File: src/rtl/bmcs_pkg.sv
`timescale 1ns / 1ps
`default_nettype none
// ----------------------------------------------------------------------------
// bmcs_pkg
// Shared types and constants of the bipartite minimum color sum unit.
// ----------------------------------------------------------------------------
package bmcs_pkg;

    localparam int CMD_W     = 2;
    localparam int VERTEX_W  = 7;
    localparam int GUARD_W   = 6;
    localparam int S_TDATA_W = 16;
    localparam int M_TDATA_W = 8;

    localparam logic [CMD_W-1:0] CMD_CLEAR = 2'd0;
    localparam logic [CMD_W-1:0] CMD_ADD   = 2'd1;
    localparam logic [CMD_W-1:0] CMD_SOLVE = 2'd2;

    // Operations that the controller issues to the datapath, one per cycle.
    typedef enum logic [3:0] {
        OP_NONE,
        OP_CLEAR,
        OP_ACCEPT,
        OP_RD_A,
        OP_WR_A,
        OP_RD_B,
        OP_WR_B,
        OP_SV_INIT,
        OP_ROOT_SKIP,
        OP_ROOT_START,
        OP_POP,
        OP_COMP_END,
        OP_FETCH,
        OP_SCAN,
        OP_REPORT
    } t_dp_op;

    typedef struct packed {
        logic edge_ok;
        logic root_end;
        logic root_visited;
        logic sp_zero;
        logic scan_end;
        logic scan_conflict;
        logic out_free;
    } t_dp_status;

endpackage
`default_nettype wire

File: src/rtl/bmcs_ctrl.sv
`timescale 1ns / 1ps
`default_nettype none
// ----------------------------------------------------------------------------
// bmcs_ctrl
// Sequencer for edge loads, the component walk and the result hand-off.
// ----------------------------------------------------------------------------
module bmcs_ctrl (
    input  wire logic                        i_clk,
    input  wire logic                        i_rst_n,
    input  wire logic                        i_req_valid,
    input  wire logic [bmcs_pkg::CMD_W-1:0]  i_cmd,
    output logic                             o_req_ready,
    input  wire bmcs_pkg::t_dp_status        i_status,
    output bmcs_pkg::t_dp_op                 o_op
);
    import bmcs_pkg::*;

    typedef enum logic [3:0] {
        ST_IDLE,
        ST_RD_A,
        ST_WR_A,
        ST_RD_B,
        ST_WR_B,
        ST_ROOT,
        ST_POP,
        ST_FETCH,
        ST_SCAN,
        ST_DONE
    } t_state;

    t_state r_state, n_state;
    t_dp_op op;

    always_comb begin
        n_state = r_state;
        op      = OP_NONE;
        unique case (r_state)
            ST_IDLE: begin
                if (i_req_valid) begin
                    case (i_cmd)
                        CMD_CLEAR: begin
                            op = OP_CLEAR;
                        end
                        CMD_ADD: begin
                            op = OP_ACCEPT;
                            if (i_status.edge_ok) begin
                                n_state = ST_RD_A;
                            end
                        end
                        CMD_SOLVE: begin
                            op      = OP_SV_INIT;
                            n_state = ST_ROOT;
                        end
                        default: begin
                        end
                    endcase
                end
            end
            ST_RD_A: begin
                op      = OP_RD_A;
                n_state = ST_WR_A;
            end
            ST_WR_A: begin
                op      = OP_WR_A;
                n_state = ST_RD_B;
            end
            ST_RD_B: begin
                op      = OP_RD_B;
                n_state = ST_WR_B;
            end
            ST_WR_B: begin
                op      = OP_WR_B;
                n_state = ST_IDLE;
            end
            ST_ROOT: begin
                if (i_status.root_end) begin
                    n_state = ST_DONE;
                end else if (i_status.root_visited) begin
                    op = OP_ROOT_SKIP;
                end else begin
                    op      = OP_ROOT_START;
                    n_state = ST_POP;
                end
            end
            ST_POP: begin
                if (i_status.sp_zero) begin
                    op      = OP_COMP_END;
                    n_state = ST_ROOT;
                end else begin
                    op      = OP_POP;
                    n_state = ST_FETCH;
                end
            end
            ST_FETCH: begin
                op      = OP_FETCH;
                n_state = ST_SCAN;
            end
            ST_SCAN: begin
                if (i_status.scan_end) begin
                    n_state = ST_POP;
                end else begin
                    op = OP_SCAN;
                    // A same-colored edge ends the whole solve at once.
                    if (i_status.scan_conflict) begin
                        n_state = ST_DONE;
                    end
                end
            end
            ST_DONE: begin
                if (i_status.out_free) begin
                    op      = OP_REPORT;
                    n_state = ST_IDLE;
                end
            end
            default: begin
                n_state = ST_IDLE;
            end
        endcase
    end

    always_ff @(posedge i_clk) begin
        if (!i_rst_n) begin
            r_state <= ST_IDLE;
        end else begin
            r_state <= n_state;
        end
    end

    assign o_req_ready = (r_state == ST_IDLE);
    assign o_op        = op;

endmodule
`default_nettype wire

File: config.mk
export PLATFORM = sky130hd
export DESIGN_NAME = bmcs_ctrl
export DESIGN_NICKNAME = d
export VERILOG_FILES = /design/src/rtl/bmcs_pkg.sv /design/src/rtl/bmcs_ctrl.sv
export SDC_FILE = /design/constraint.sdc
export NUM_CORES = 1
export LEC_CHECK = 0
export ABC_AREA = 1
export BUFFER_PORTS_ARGS = -buffer_cell sky130_fd_sc_hd__buf_4
export CORE_MARGIN = 2
export CORE_UTILIZATION = 44
export DETAILED_ROUTE_END_ITERATION = 7
export GPL_TIMING_DRIVEN = 0
export PLACE_DENSITY_LB_ADDON = 0.15
export SYNTH_ARGS = -nofsm -noshare
export SYNTH_HDL_FRONTEND = slang
export SYNTH_SLANG_ARGS = --single-unit
export TNS_END_PERCENT = 20
File: constraint.sdc
create_clock -name i_clk -period 1.33 [get_ports i_clk]
set_input_delay 0.399 -clock i_clk [delete_from_list [all_inputs] [get_ports i_clk]]
set_output_delay 0.399 -clock i_clk [all_outputs]
set_load 0.03 [all_outputs]
# Yosys cells after proc, flatten, opt, wreduce, memory -nomap -nowiden
# Cells that the tools add are included.
# totals
regBits,4
latchBits,0
ram_bits,0
rom_bits,0
inputBits,12
output_inout_bits,5
memories,0
# op_classes
addsub,0
n_mul,0
div,0
magnitude_cmp,0
n_eq_ne,17
shift,0
mux,18
bitwise_logic,0
reduce_logical,3
# ops
operator,count
$mux W4,10
$pmux W4 S10,1
$pmux W4 S9,1
$eq A4 B3 Y1 const B,4
$ne A3 B3 Y1 const B,3
$pmux W3 S3,1
$eq A4 B2 Y1 const B,2
$eq A4 B4 Y1 const B,2
$pmux W4 S2,1
$reduce_and A6 Y1,1
$eq A4 B1 Y1 const B,1
$logic_not A4 Y1,1
$ne A2 B2 Y1 const B,2
$mux W3,1
$ne A3 B1 Y1 const B,1
$eq A2 B1 Y1 const B,1
$eq A2 B2 Y1 const B,1
$logic_not A2 Y1,1
$mux W1,2
$mux W2,1

# Depth between registers and ports, before layout
# logic_depth
depth_word,4
ltp_mapped,11
mapped_depth_nobuf,11

# Worst setup path after synthesis
# OpenSTA, ideal clock, no wires.
# synth_timing
path_kind,register to output
start,register r_state[1]
end,output o_op[0]
arrival_time_ns,1.201
required_time_ns,0.931
path_slack_ns,-0.270
path_stages_with_launch,6
path_cell_list,dfxtp_1 > nor2_4 > inv_4 > nor2_4 > o211ai_1 > nand3_1
# synth_via
elab_chain_len,2
# synth_rtl
item,line,rtl
from (decl),bmcs_ctrl.sv:31,"t_state r_state, n_state;"
from (signal assigned),bmcs_ctrl.sv:125,r_state <= n_state;
$logic_not A4 Y1,-,
net o_req_ready,bmcs_ctrl.sv:12,"output logic o_req_ready,"
$pmux W4 S10,bmcs_ctrl.sv:37,unique case (r_state)
to (decl),bmcs_ctrl.sv:14,output bmcs_pkg::t_dp_op o_op
# The timed path passes the listed nets, and every way through them passes these cells.

# Worst setup path in the final report
# layout_timing
start,register r_state[3]
end,output o_op[0]
# layout_via
elab_chain_len,2
# layout_rtl
item,line
"$eq A4 B4 Y1, or another cell as far along",bmcs_ctrl.sv:37
$pmux W4 S10 *,bmcs_ctrl.sv:37
# Mark *: on every way between the ends. The rest lies on a longest branch, timed or not.

==> metrics.md <==
| Metric | Value |
|---|---|
| Status | finished with violations |
| Violated checks | negative setup slack |
| Antenna violations before repair | 0 |
| Fraction of registers with async set/reset | 0% |
| Switching power | 0.8580 mW |
| Reg power frac | 15.4% |
| Diodes inserted | 0 |
| Warnings, synthesis | 0 |
| Multi-input logic area | 466.7 um^2 |
| Crit-path cells | inv_4, nand2_4, nor2_4, nand2_2, o21ai_2, nor2_2, nand3_2, buf_6 |
| Post-synth top area cell | dfxtp_1 |
| Vias | 692 |
| Reg2reg start | r_state[2]$_SDFFE_PN0P_ |
| Reg2Reg Depth | 11 |
| Tightest Hold Check Type | in -> reg |
| R2r setup slk | -0.08 ns |
| # rows | 12 |
| TritonRoute pass-1 iters | 4 |
| Worst Max-Slew Pin Slew | 0.1967 ns |
| ANT nets after route | 0 |
| Worst setup margin | -0.3850 ns |
| Slowest CP cell | dfxtp_4 |
| Final slew viol count | 0 |
| Final Non-Filler Cells | 137 |
| Total of max-cap violations | 0 |
| Port bufs | 16 |
| Max reg flops | 4 |
| Combinational group share of total power | 75.6% |
| Critical path endpoint | o_op[0] |
| Post-synth top area share | 14.04% |
| Mapped cell area | 570.5 um^2 |
| DP Area | 713.2 um^2 |
| Dpl hpwl | 1065 um |
| Clock Skews | 0.001926 ns |
| Initial Util | 49.35% |
| Post-placement setup slack | -0.3178 ns |
| Post-Synthesis Cells | 93 |
| CTS max path bufs | 2 |
| Register bit total from synthesis | 4 |
| Gr ovfl total | 0 |
| Commonest cells in the synthesized netlist | nand2_1, inv_1, nor2_1 |
| Final WL | 1510 um |
| Pleak | 0.5106 nW |
| Post-DR wirelength/cell | 11.02 um |
| Type of origin of the critical path | register |
| CTS buffer count | 3 |
| DRC | 0 |
| Sw Ratio | 51.14% |
| Die H | 40.01 um |
| Synthesized area per cell | 6.135 um^2 |
| Global-route wire length before repair | 2228 um |
| Number of DRC markers in iteration 0 | 19 |
| Crit. Startpoint | r_state[3]$_SDFFE_PN0P_ |
| WP depth | 8 |
| IO Count | 17 |
| Most frequent cell after synthesis | nand2_1 |
| CTS Hold Bufs | 0 |
| FMAX | 0.5831 GHz |
| Nets@finish | 141 |
| CP delay by family, top | simple AND/OR/NAND/NOR gates |
| Crit Path Class | reg -> out |
| Die Area | 1601 um^2 |
| Final instance area | 894.6 um^2 |
| Synth cell types | 19 |
| Synth area leaders | dfxtp_1, nand2_1, nand3_1, inv_1, ha_1 |
| Critical Path AT | 1.32 ns |
| Vias per Instance | 5.051 |
| Final RePlAce weighted congestion | 0.8186 |
| Final hold violations | 0 |
| Largest net degree at the start of global routing | 7 |
| Biggest regs | r_state x4 |
| Clock power frac | 9.0% |
| Post-synth EDFFs | 0 |
| Max incr delay on CP | 0.35 ns |
| Worst rel slew slack | 86.75% |
| Clock root buffer master | clkbuf_4 |
| Area Overhead vs Synth | 56.80% |
| Final Critical Period | 1.715 ns |
| CTS clk-pin slew, worst paths | 0.04 ns |
| Vias in the first global route | 575 |
| Capture point of the worst reg-to-reg path | r_state[2]$_SDFFE_PN0P_ |
| Syn nets | 109 |
| P_int | 0.8198 mW |
| Worst EP required | 0.93 ns |
| Crit end category | output pin |
| Top_reg_cell synth | dfxtp_1 |
| Core box area | 1156 um^2 |
| Seq/Total Area, Yosys | 14.04% |
| Crit Path Max Fanout | 3 |
| CTS tree | built |
| Total Routing Usage GR | 20.53% |
| Reg area | 95.09 um^2 |
| CP bufs+invs | 2 |
| Fillers | 85 |
| Peak supply drop | 1.200 mV |
| Power density cells | 1875 nW/um^2 |
| Layout cells sized above 1 | 51.22% |
| Dpl cells | 123 |
| CTS H-tree lvls | 1 |
| Biggest register | r_state |
| Die width | 40.01 um |
| Period utilisation layout | 128.9% |
| Sink Count | 4 |
| Final setup fails | 8 |
| Clk Latency, worst-skew pair | 0.24 ns |
| RSZ-0062 raised after global routing | true |
-- power by group through the flow --
stage	Clock [mW]	Combinational, mW	Sequential [mW]
after global placement	0	1.00	0.217
after detailed placement	0	1.01	0.218
final	0.151	1.27	0.259
after CTS	0.155	1.18	0.241
after floorplan	0	0.756	0.207
after global routing	0.170	1.35	0.262
-- cells by family after synthesis --
| kind of cell | after synthesis | share of synthesized area, % |
|---|---|---|
| AO/OA/AOI/OAI | 9 | 8.991 |
| adder cells (fa/ha/maj) | 4 | 8.772 |
| buffers and inverters | 18 | 12.28 |
| flip-flops | 4 | 14.04 |
| AND/OR/NAND/NOR | 58 | 55.92 |
-- metal layers --
metal  track usage [%]  share of wire (%)  wire [um]
met1             26.42                 47        706
met2             35.08                 48        729
met3             6.667                4.8         73
met4                 0                  0          0
met5                 0                  0          0
-- cell type report --
class                   instances  share of cell area, %
clock buffers                   3                  2.517
inverters                      18                  8.392
multi-input cells              71                  52.17
flip-flops and latches          4                  10.63
well taps                      14                  1.958
repair buffers                 27                  24.34
-- worst min path at each step --
stage                                   end               startpoint  slack (ns)  cells past startpoint
floorplan           r_state[0]$_SDFFE_PN0P_                  i_rst_n        0.52                      2
global placement    r_state[2]$_SDFFE_PN0P_  r_state[2]$_SDFFE_PN0P_        0.57                      2
detailed placement  r_state[0]$_SDFFE_PN0P_  r_state[0]$_SDFFE_PN0P_        0.58                      2
CTS                 r_state[0]$_SDFFE_PN0P_                  i_rst_n        0.40                      3
global route        r_state[0]$_SDFFE_PN0P_                  i_rst_n        0.39                      3
finish              r_state[0]$_SDFFE_PN0P_                  i_rst_n        0.40                      3
-- timing repair --
item,CTS,global route
setup endpoints to repair,5,9
gates resized for setup,15,13
pin swaps,7,11
cloned,0,0
setup buffers,7,4
-- layout by cell type, fill, tap and decap left out, types with 2 or more instances in the layout --
cell / n
a21oi_1: 2
buf_4: 23
buf_6: 4
clkbuf_4: 3
dfxtp_4: 4
ha_1: 4
inv_1: 13
inv_2: 2
inv_4: 3
nand2_1: 14
nand2_2: 6
nand2_4: 3
nand3_1: 10
nand4_1: 3
nor2_1: 10
nor2_2: 3
nor2_4: 6
o21ai_0: 2
o21ai_2: 3
-- worst register-to-register path, delay by kind of cell (launching register included) --
family | cells | cell delay (ns)
buffers and inverters | 3 | 0.28
DFF | 1 | 0.40
and+or+nand+nor | 8 | 0.62
-- per-stage QoR --
| stage | hold WS [ns] | utilization (%) | TNS [ns] | total power, mW |
|---|---|---|---|---|
| after detailed placement | 0.5846 | 61.69 | -1.750 | 1.227 |
| after CTS | 0.3998 | 71.65 | -1.632 | 1.577 |
| after floorplan | 0.5194 | - | -0.8138 | 0.9630 |
| after global placement | 0.5693 | 61.69 | -1.652 | 1.217 |
| final | 0.4037 | 77.38 | -1.823 | 1.678 |
| after global routing | 0.3918 | 77.38 | -2.387 | 1.780 |
No activity file was read; power rests on OpenSTA's default activity.
